`config.mk`:
```
export PLATFORM = sky130hd
export DESIGN_NAME = overlap_track_table_counter
export DESIGN_NICKNAME = d
export VERILOG_FILES = /design/src/rtl/ottc_pkg.sv /design/src/rtl/overlap_track_table_counter.sv /design/src/rtl/ottc_front.sv /design/src/rtl/ottc_back.sv
export SDC_FILE = /design/constraint.sdc
export NUM_CORES = 2
export LEC_CHECK = 0
export ABC_AREA = 1
export ABC_CLOCK_PERIOD_IN_PS = 20800
export BUFFER_PORTS_ARGS = -buffer_cell sky130_fd_sc_hd__buf_2
export CORE_MARGIN = 5
export CORE_UTILIZATION = 28
export DETAILED_ROUTE_END_ITERATION = 10
export SYNTH_ARGS = -nofsm -noshare
export SYNTH_HDL_FRONTEND = slang
export SYNTH_HIERARCHICAL = 1
export SYNTH_SLANG_ARGS = --single-unit
```
`constraint.sdc`:
```
create_clock -name clock -period 20.8 [get_ports clock]
set_input_delay 2.08 -clock clock [delete_from_list [all_inputs] [get_ports clock]]
set_output_delay 2.08 -clock clock [all_outputs]
set_load 0.005 [all_outputs]
```
`src/rtl/ottc_pkg.sv`:
```
// Package: shared types and constants for the track table counter.
`default_nettype none
package ottc_pkg;
   localparam int MAX_TRACKS_DEF = 16;
   localparam int COORD_BITS_DEF = 12;
   localparam logic [7:0] RELOAD_DEFAULT = 8'd9;
   localparam logic [7:0] HIT_MAX = 8'd255;
   localparam logic OP_DETECT = 1'b0;
   localparam logic OP_FRAME = 1'b1;

   typedef struct packed {
      logic        op;
      logic [11:0] rect_x;
      logic [11:0] rect_y;
      logic [11:0] rect_w;
      logic [11:0] rect_h;
   } req_type;

   typedef struct packed {
      logic        matched;
      logic [3:0]  slot;
      logic        dropped;
      logic [4:0]  expired_count;
      logic [15:0] net_count;
   } rsp_type;
endpackage
`default_nettype wire

```
`src/rtl/overlap_track_table_counter.sv`:
```
// Top level: track table counter, queue front end and scanning back end.
// A detection scan stops at the first matching entry or at the last; a frame tick scans every entry.
// The back end takes a new item only after its last response is accepted, and it scans
// the table one entry per cycle; a two-beat queue absorbs bursts.
// Reset (synchronous, high): clear table valid bits, net count, queue; reload=9.
`default_nettype none
module overlap_track_table_counter #(
   parameter int MAX_TRACKS = ottc_pkg::MAX_TRACKS_DEF,
   parameter int COORD_BITS = ottc_pkg::COORD_BITS_DEF
) (
   input  wire logic              clock,
   input  wire logic              reset,
   input  wire logic              req_valid,
   output logic                   req_stall,
   input  wire ottc_pkg::req_type req_data,
   output logic                   rsp_valid,
   input  wire logic              rsp_stall,
   output ottc_pkg::rsp_type      rsp_data,
   input  wire logic              csr_we,
   input  wire logic [7:0]        csr_wdata
);
   // Lifetime reload register.
   logic [7:0] reload_ff;
   always_ff @(posedge clock) begin
      if (reset) reload_ff <= ottc_pkg::RELOAD_DEFAULT;
      else if (csr_we) reload_ff <= csr_wdata;
   end

   logic q_valid, q_take;
   ottc_pkg::req_type q_data;

   // Hold incoming beats until the back end is free.
   ottc_front u_front (
      .clock, .reset, .req_valid, .req_stall, .req_data,
      .q_valid, .q_take, .q_data
   );

   // Scan the table and drive the result beat.
   ottc_back #(.MAX_TRACKS(MAX_TRACKS), .COORD_BITS(COORD_BITS)) u_back (
      .clock, .reset, .reload(reload_ff), .q_valid, .q_take, .q_data,
      .rsp_valid, .rsp_stall, .rsp_data
   );
endmodule
`default_nettype wire

```
`src/rtl/ottc_front.sv`:
```
// Front end: accepts request beats into a two-entry queue.
`default_nettype none
module ottc_front (
   input  wire logic              clock,
   input  wire logic              reset,
   input  wire logic              req_valid,
   output logic                   req_stall,
   input  wire ottc_pkg::req_type req_data,
   output logic                   q_valid,
   input  wire logic              q_take,
   output ottc_pkg::req_type      q_data
);
   ottc_pkg::req_type mem_ff [2];
   logic wp_ff, rp_ff;
   logic [1:0] cnt_ff;
   logic push, pop;

   assign req_stall = (cnt_ff == 2'd2);
   assign push = req_valid && !req_stall;
   assign q_valid = (cnt_ff != 2'd0);
   assign pop = q_valid && q_take;
   assign q_data = mem_ff[rp_ff];

   always_ff @(posedge clock) begin
      if (push) mem_ff[wp_ff] <= req_data;
      if (reset) begin
         wp_ff <= 1'b0; rp_ff <= 1'b0; cnt_ff <= 2'd0;
      end else begin
         if (push) wp_ff <= !wp_ff;
         if (pop) rp_ff <= !rp_ff;
         cnt_ff <= cnt_ff + {1'b0, push} - {1'b0, pop};
      end
   end
endmodule
`default_nettype wire

```
`src/rtl/ottc_back.sv`:
```
// Back end: scans the track table one entry per cycle and builds the response.
`default_nettype none
module ottc_back #(
   parameter int MAX_TRACKS = 16,
   parameter int COORD_BITS = 12
) (
   input  wire logic              clock,
   input  wire logic              reset,
   input  wire logic [7:0]        reload,
   input  wire logic              q_valid,
   output logic                   q_take,
   input  wire ottc_pkg::req_type q_data,
   output logic                   rsp_valid,
   input  wire logic              rsp_stall,
   output ottc_pkg::rsp_type      rsp_data
);
   localparam int IW = (MAX_TRACKS > 1) ? $clog2(MAX_TRACKS) : 1;
   localparam int CW = $clog2(MAX_TRACKS + 1);
   localparam int EW = COORD_BITS + 1;

   typedef enum logic [1:0] {S_IDLE, S_SCAN, S_OUT} st_type;
   st_type st_ff;
   logic [IW-1:0] idx_ff;
   ottc_pkg::req_type cur_ff;
   logic [MAX_TRACKS-1:0] valid_ff;
   logic [COORD_BITS-1:0] bx_ff [MAX_TRACKS], by_ff [MAX_TRACKS];
   logic [COORD_BITS-1:0] bw_ff [MAX_TRACKS], bh_ff [MAX_TRACKS];
   logic [COORD_BITS-1:0] fx_ff [MAX_TRACKS], lx_ff [MAX_TRACKS];
   logic [MAX_TRACKS-1:0] seen_ff;
   logic [7:0] fh_ff [MAX_TRACKS], pk_ff [MAX_TRACKS];
   logic [8:0] life_ff [MAX_TRACKS];
   logic signed [15:0] net_ff;
   logic free_found_ff;
   logic [IW-1:0] free_ff;
   logic [CW-1:0] exp_ff;
   ottc_pkg::rsp_type out_ff;

   logic [COORD_BITS-1:0] ax, ay, aw, ah, bx, by, bw, bh;
   logic [EW-1:0] ar, ab, br, bb, lx, ly, rx, ry;
   logic hit;
   logic [2*EW+1:0] inter3, area;
   logic last;
   logic [7:0] pk_new;
   logic signed [17:0] net_sum;
   logic signed [15:0] net_sat;

   always_comb begin
      ax = cur_ff.rect_x[COORD_BITS-1:0]; ay = cur_ff.rect_y[COORD_BITS-1:0];
      aw = cur_ff.rect_w[COORD_BITS-1:0]; ah = cur_ff.rect_h[COORD_BITS-1:0];
      bx = bx_ff[idx_ff]; by = by_ff[idx_ff]; bw = bw_ff[idx_ff]; bh = bh_ff[idx_ff];
      ar = {1'b0, ax} + {1'b0, aw}; ab = {1'b0, ay} + {1'b0, ah};
      br = {1'b0, bx} + {1'b0, bw}; bb = {1'b0, by} + {1'b0, bh};
      lx = (ax > bx) ? {1'b0, ax} : {1'b0, bx};
      ly = (ay > by) ? {1'b0, ay} : {1'b0, by};
      rx = (ar > br) ? br : ar;
      ry = (ab > bb) ? bb : ab;
      inter3 = (2*EW+2)'(rx - lx) * (2*EW+2)'(ry - ly) * (2*EW+2)'(3);
      area = (2*EW+2)'(aw) * (2*EW+2)'(ah);
      hit = valid_ff[idx_ff] && ar > {1'b0, bx} && ab > {1'b0, by}
            && br > {1'b0, ax} && bb > {1'b0, ay} && area < inter3;
      last = (idx_ff == IW'(MAX_TRACKS - 1));
      pk_new = (pk_ff[idx_ff] < fh_ff[idx_ff]) ? fh_ff[idx_ff] : pk_ff[idx_ff];
      net_sum = 18'(net_ff);
      if (fx_ff[idx_ff] > lx_ff[idx_ff]) net_sum = net_sum + 18'(pk_new);
      else if (fx_ff[idx_ff] < lx_ff[idx_ff]) net_sum = net_sum - 18'(pk_new);
      if (net_sum > 18'sd32767) net_sat = 16'sh7fff;
      else if (net_sum < -18'sd32768) net_sat = 16'sh8000;
      else net_sat = net_sum[15:0];
   end

   assign q_take = (st_ff == S_IDLE);
   assign rsp_valid = (st_ff == S_OUT);
   assign rsp_data = out_ff;

   always_ff @(posedge clock) begin
      if (reset) begin
         st_ff <= S_IDLE; valid_ff <= '0; net_ff <= '0;
      end else begin
         case (st_ff)
            S_IDLE: if (q_valid) begin
               cur_ff <= q_data; idx_ff <= '0; free_found_ff <= 1'b0;
               exp_ff <= '0; st_ff <= S_SCAN;
            end
            S_SCAN: begin
               if (cur_ff.op == ottc_pkg::OP_DETECT) begin
                  if (hit) begin
                     lx_ff[idx_ff] <= ax; seen_ff[idx_ff] <= 1'b1;
                     if (fh_ff[idx_ff] != ottc_pkg::HIT_MAX) fh_ff[idx_ff] <= fh_ff[idx_ff] + 8'd1;
                     out_ff <= '{matched: 1'b1, slot: 4'(idx_ff), dropped: 1'b0,
                                 expired_count: 5'd0, net_count: net_ff};
                     st_ff <= S_OUT;
                  end else begin
                     if (!valid_ff[idx_ff] && !free_found_ff) begin
                        free_found_ff <= 1'b1; free_ff <= idx_ff;
                     end
                     if (last) begin
                        if (free_found_ff || !valid_ff[idx_ff]) begin
                           logic [IW-1:0] f;
                           f = free_found_ff ? free_ff : idx_ff;
                           valid_ff[f] <= 1'b1;
                           bx_ff[f] <= ax; by_ff[f] <= ay; bw_ff[f] <= aw; bh_ff[f] <= ah;
                           fx_ff[f] <= ax; lx_ff[f] <= ax; seen_ff[f] <= 1'b0;
                           fh_ff[f] <= '0; pk_ff[f] <= '0; life_ff[f] <= {1'b0, reload};
                           out_ff <= '{matched: 1'b0, slot: 4'(f), dropped: 1'b0,
                                       expired_count: 5'd0, net_count: net_ff};
                        end else
                           out_ff <= '{matched: 1'b0, slot: 4'd0, dropped: 1'b1,
                                       expired_count: 5'd0, net_count: net_ff};
                        st_ff <= S_OUT;
                     end
                  end
               end else begin
                  logic [CW-1:0] e;
                  logic signed [15:0] n;
                  e = exp_ff; n = net_ff;
                  if (valid_ff[idx_ff]) begin
                     seen_ff[idx_ff] <= 1'b0; fh_ff[idx_ff] <= '0; pk_ff[idx_ff] <= pk_new;
                     if (seen_ff[idx_ff]) life_ff[idx_ff] <= {1'b0, reload};
                     else if (life_ff[idx_ff] == 9'd0) begin
                        valid_ff[idx_ff] <= 1'b0; e = e + CW'(1); n = net_sat;
                     end else life_ff[idx_ff] <= life_ff[idx_ff] - 9'd1;
                  end
                  exp_ff <= e; net_ff <= n;
                  if (last) begin
                     out_ff <= '{matched: 1'b0, slot: 4'd0, dropped: 1'b0,
                                 expired_count: 5'(e), net_count: n};
                     st_ff <= S_OUT;
                  end
               end
               idx_ff <= idx_ff + IW'(1);
            end
            S_OUT: if (!rsp_stall) st_ff <= S_IDLE;
            default: st_ff <= S_IDLE;
         endcase
      end
   end
endmodule
`default_nettype wire
```
== Word-level counts from Yosys, hierarchy flattened ==
Memory sizes are Yosys's and may differ from the RTL's. A register that Yosys moved wholly into a read port is not among the register bits.
Index checks and enable logic that the tools add are counted.
Storage, ports and cells
  flip-flop bits (word level): 103
  bits in writable memories: 1650
  input port bits: 62
  output and inout bits: 29
  word-level logic and storage cells: 247
  memories kept: 10
Operators by class
  add/subtract/negate cells: 14
  multipliers: 3
  magnitude comparators: 18
  equality and inequality tests: 16
  mux-type cells: 118
  bitwise gates (word level): 12
  reductions and logical operators: 39
Memories
  u_back.bh_ff: depth 16, bits a word 12, rd ports 1, clocked after Yosys merged registers in 1, write ports 1, RTL line ottc_back.sv:27  | logic [COORD_BITS-1:0] bw_ff [MAX_TRACKS], bh_ff [MAX_TRACKS];
  u_back.bw_ff: depth 16, bits a word 12, rd ports 1, clocked after Yosys merged registers in 1, write ports 1, RTL line ottc_back.sv:27
  u_back.bx_ff: depth 16, bits a word 12, rd ports 1, clocked after Yosys merged registers in 1, write ports 1, RTL line ottc_back.sv:26  | logic [COORD_BITS-1:0] bx_ff [MAX_TRACKS], by_ff [MAX_TRACKS];
  u_back.by_ff: depth 16, bits a word 12, rd ports 1, clocked after Yosys merged registers in 1, write ports 1, RTL line ottc_back.sv:26
  u_back.fx_ff: depth 16, bits a word 12, rd ports 1, clocked after Yosys merged registers in 1, write ports 1, RTL line ottc_back.sv:28  | logic [COORD_BITS-1:0] fx_ff [MAX_TRACKS], lx_ff [MAX_TRACKS];
  u_back.lx_ff: depth 16, bits a word 12, rd ports 1, clocked after Yosys merged registers in 1, write ports 1, RTL line ottc_back.sv:28
  +4 memories
Operators by type and width (number)
  16-bit two-way mux: 17
  27-bit two-way mux: 4
  4-bit two-way mux: 15
  12-bit by 12-bit adder with 13-bit output: 4
  13-bit by 12-bit greater-than comparator with 1-bit output: 4
  1-bit two-way mux: 50
  16-bit AND: 3
  12-bit greater-than comparator: 3
  12-bit two-way mux: 3
  18-bit two-way mux: 2
  8-bit two-way mux: 4
  16-bit inverter: 2
  16-bit bitwise OR: 2
  24-bit by 28-bit less-than comparator with 1-bit output: 1
  28-bit by 2-bit multiplier with 28-bit output, second input constant: 1
  28-bit by 28-bit multiplier with 28-bit output: 1
  13-bit by 13-bit subtractor with 14-bit output: 2
  13-bit greater-than comparator: 2
  13-bit two-way mux: 2
  26-bit two-way mux: 1
  5-bit two-way mux: 5
  12-bit by 12-bit multiplier with 24-bit output: 1
  18-bit by 16-bit greater-than comparator with 1-bit output, second input constant: 1
  18-bit by 16-bit less-than comparator with 1-bit output, second input constant: 1
  other kinds (44): 89

== Depth between registers and ports, before layout ==
  depth in word-level cells: 15
  depth in mapped cells: 103
  gate-level depth less buffers: 93

== Hierarchy ==
Netlist, hierarchy kept.
Modules (own cells, without submodules)
  ottc_back: times used 1, cells each 7587, area an instance 82979.6 µm², seq. area each 44783.0 µm²
  ottc_front: times used 1, cells each 190, area an instance 3828.7 µm², seq. area each 3042.9 µm²
  overlap_track_table_counter: times used 1, cells each 47, area an instance 316.6 µm², seq. area each 160.2 µm²

== Least setup slack after synthesis ==
No wires, ideal clock.
  path kind: reg-to-reg
  start: register (tool-made name)
  end: memory u_back.bh_ff[3][0] (enable)
  library setup time: 0.513 ns
  data arrival time: 17.946 ns
  required time: 20.287 ns
  slack: 2.341 ns
  cell stages (with the launch flop): 96
  buffers on the path: 11
  clock period less this slack: 18.459 ns
  cells stage by stage: dfxtp_1 buf_2 inv_1 buf_2 buf_2 buf_2 buf_2 buf_2 clkbuf_1 clkbuf_1 o211ai_1 o211ai_1 nand2_1 ha_1 nand2_1 o21ai_0 a21oi_1 nor2_1 [... 60 more ...] a21oi_1 nand3_1 xnor2_1 ha_1 inv_1 nor3_1 a211oi_1 nand2_1 nand2_1 nor2_1 nand3_1 nor2_1 nand2_2 nand2_4 nand2_4 buf_6 clkbuf_1 nor3_1
RTL lines (RTL line)
  end: declaration: ottc_back.sv:27

==> impl_metrics.csv <==
group,metric,value,unit
outcome,outcome,"finished clean",
sta,final.min_clock_period,18.82,ns
clocking,cts-resized-gates,0,
sta,setup_viol,0,
die,die_y,567.8,um
sta,period_share,90.50,%
worst_setup_path,cp_data_required_time,21.18,ns
drt,wl,231100,um
sta,tns,0,ns
placed_design,io_buffers,90,
clocking,clock_path_buffers,4,
die,dieArea,322400,um^2
yosys,synthArstFlopShare,0,%
yosys,synthesis.area,87120,um^2
worst_setup_path,reg2regPathDepth,89,
worst_setup_path,critPathSlowestCell,"dfxtp_4",
clocking,numClockSinks,1615,
yosys,syn_avg_cell_area,11.14,um^2
sta,worst_slew_pin_slew,1.281,ns
clocking,cts_max_level,4,
yosys,yosysMostFrequentCell,"edfxtp_1",
worst_setup_path,cpMostUsedCell,"nand2_1",
yosys,yosys.area.top_type,"edfxtp_1",
worst_setup_path,endpoint_kind,"flip-flop",
placed_design,place_congestion,0.9001,
sta,finClkSkew,0.04706,ns
global_routing,grt_use_total,13.87,%
die,initial_core_util,28.16,%
worst_setup_path,crit_fanout,77,
finish,final_nets,8636,
drt,drc,0,
clocking,cts_buffers,159,
drt,num_vias,58280,
finish,syn_to_final_growth,11.61,%
sta,final_max_slew_viol_count,0,
global_routing,grt_pass1_wl,352600,um
sta,slew_headroom,14.31,%
finish,seq_area,48000,um^2
drt,drt_iter0_markers,5089,
drt,postRouteAntennaNets,0,
sta,max_freq,53.12,MHz
yosys,synthCells,7824,
global_routing,grt_overflow,0,
worst_hold_path,hp-class,"reg -> reg",
clocking,clkSlewWorstSetupHoldPaths,0.06,ns
yosys,ys_ff_latch,1615,
drt,vias_per_cell,4.810,
worst_setup_path,cp_slowest_stage_delay,0.92,ns
die,die_x,567.8,um
yosys,synth_nets,8580,
placed_design,place_hpwl,152200,um
yosys,synth_top_area_share,53.91,%
sta,rsz0062_at_grt,"false",
global_routing,grt_pass1_vias,59040,
die,core_area,309400,um^2
drt,routedWlPerCell,19.07,um
worst_setup_path,critPathKind,"reg -> reg",
worst_setup_path,cp.arrival,19.20,ns
finish,antenna_cells_inserted,0,
clocking,cts_tree,"built",
worst_hold_path,whs_path_depth,2,
die,io_pins,91,
yosys,yosys-top-cells-count,"edfxtp_1, inv_1, nand2_1",
yosys,yosysSeqAreaShare,55.08,%
yosys,synth_edf_count,1564,
global_routing,antenna_found_initial,6,
run,maxCapViolCount,0,
clocking,cts_setup_buffers,0,
finish,drive_gt1_share,7.329,%
yosys,synth_area_leaders,"edfxtp_1, fa_1, ha_1",
worst_setup_path,worst_setup_path_start_kind,"flip-flop",
clocking,cts_root_buffer,"clkbuf_16",
global_routing,grt_max_degree,169,
die,fp-row-count,204,
drt,firstDrtPassIters,8,
finish,fillers,31150,
sta,hold_viol_final,0,
clocking,clk_latency,0.80,ns
yosys,yosys_warnings,6,
clocking,cts.hold.buffers_added,0,
finish,multi_input_comb_area,32990,um^2
yosys,ys.flop_type,"edfxtp_1",
yosys,synth_cell_type_count,59,
-- flip-flops by register name (all words and copies together) (netlist names), 27 cells and up, named ones only --
signal and flops:
u_back/by_ff 192, u_back/rsp_data 27, u_back/life_ff 144, u_back/fh_ff 128, u_back/bh_ff 192, u_back/fx_ff 192, u_front/mem_ff 98, u_back/bw_ff 192
u_back/pk_ff 128, u_back/lx_ff 192
-- logic make-up after synthesis --
| kind of cell | Yosys count | share of synthesized area (%) |
|---|---|---|
| AOI/OAI and AO/OA | 1713 | 11.13 |
| and+or+nand+nor | 1710 | 8.123 |
| buffers and inverters | 1574 | 7.192 |
| muxes | 390 | 4.594 |
| xor gates and xnor gates | 128 | 1.287 |
| adders and majority gates | 694 | 12.59 |
| DFF | 1615 | 55.08 |
-- area by class of cell --
| type | count | share of cell area, % |
|---|---|---|
| Clock buffer | 209 | 4.403 |
| Multi-Input combinational cell | 4635 | 33.93 |
| Sequential cell | 1615 | 49.36 |
| Clock inverter | 68 | 0.5559 |
| Tap cell | 4120 | 5.301 |
| Timing Repair Buffer | 238 | 1.683 |
| Inverter | 1231 | 4.765 |
-- layout by cell type, fill, tap and decap left out, types with 17 or more instances in the layout --
cell type  instances
clkinv_1          31
o22ai_1           17
nor3_1            37
o21ai_0          635
clkbuf_16        163
nand2_1          931
nand3_1          198
xnor2_1           38
clkbuf_1          43
clkinv_2          20
or2_2             22
mux2_2            39
nor2_1           415
nand4_1           42
mux2i_1          341
ha_1             389
o211ai_1         357
fa_1             305
inv_1           1215
buf_4            142
xor2_1            90
buf_2             90
dfxtp_1           46
edfxtp_1        1564
a21oi_1          623
-- worst max-delay path, delay by kind of cell, from the launching register on --
family                   cells  cell delay [ns]
AO/OA/AOI/OAI               20             3.54
XOR/XNOR                     2             0.40
adder cells (fa/ha/maj)     12             5.08
buffers and inverters       11             2.18
flip-flops                   1             0.92
AND/OR/NAND/NOR             44             6.14
-- through the flow --
stage               hold slack (ns)  utilization [%]  worst slack, ns  std cells  area [um^2]
global route                 0.4765            31.43           0.3382      12120        97240
detailed placement           0.4431            29.87            2.118      11840        92420
finish                       0.4525            31.43            1.976      12120        97240
global placement             0.4472            29.87            2.098      11840        92420
floorplan                    0.4255                -            2.341       7824        87120
CTS                          0.4587            31.43            1.978      12120        97240
-- path summary, 6_finish.rpt --
check | end | slack (ns) | startpoint
hold reg to reg | reload_ff[0]$_SDFFE_PP1P_ | 0.45 | reload_ff[0]$_SDFFE_PP1P_
setup reg to reg | u_back/lx_ff[7][7]$_DFFE_PP_ | 1.98 | flip-flop
setup / recovery | u_back/lx_ff[7][7]$_DFFE_PP_ | 1.98 | flip-flop
hold / removal | reload_ff[0]$_SDFFE_PP1P_ | 0.45 | reload_ff[0]$_SDFFE_PP1P_
-- metal layers --
layer / vias to the layer above / wire length [um] / GRT usage, %
met1: 28910 / 98340 / 18.31
met3: 416 / 14060 / 1.753
met2: 1827 / 111400 / 23.80
met4: 0 / 7222 / 4.138
li1: 27130 / - / -
met5: - / 0 / 0
Power is not shown: default switching activity piles up to over one toggle a cycle in this logic, so the estimate is an artifact.
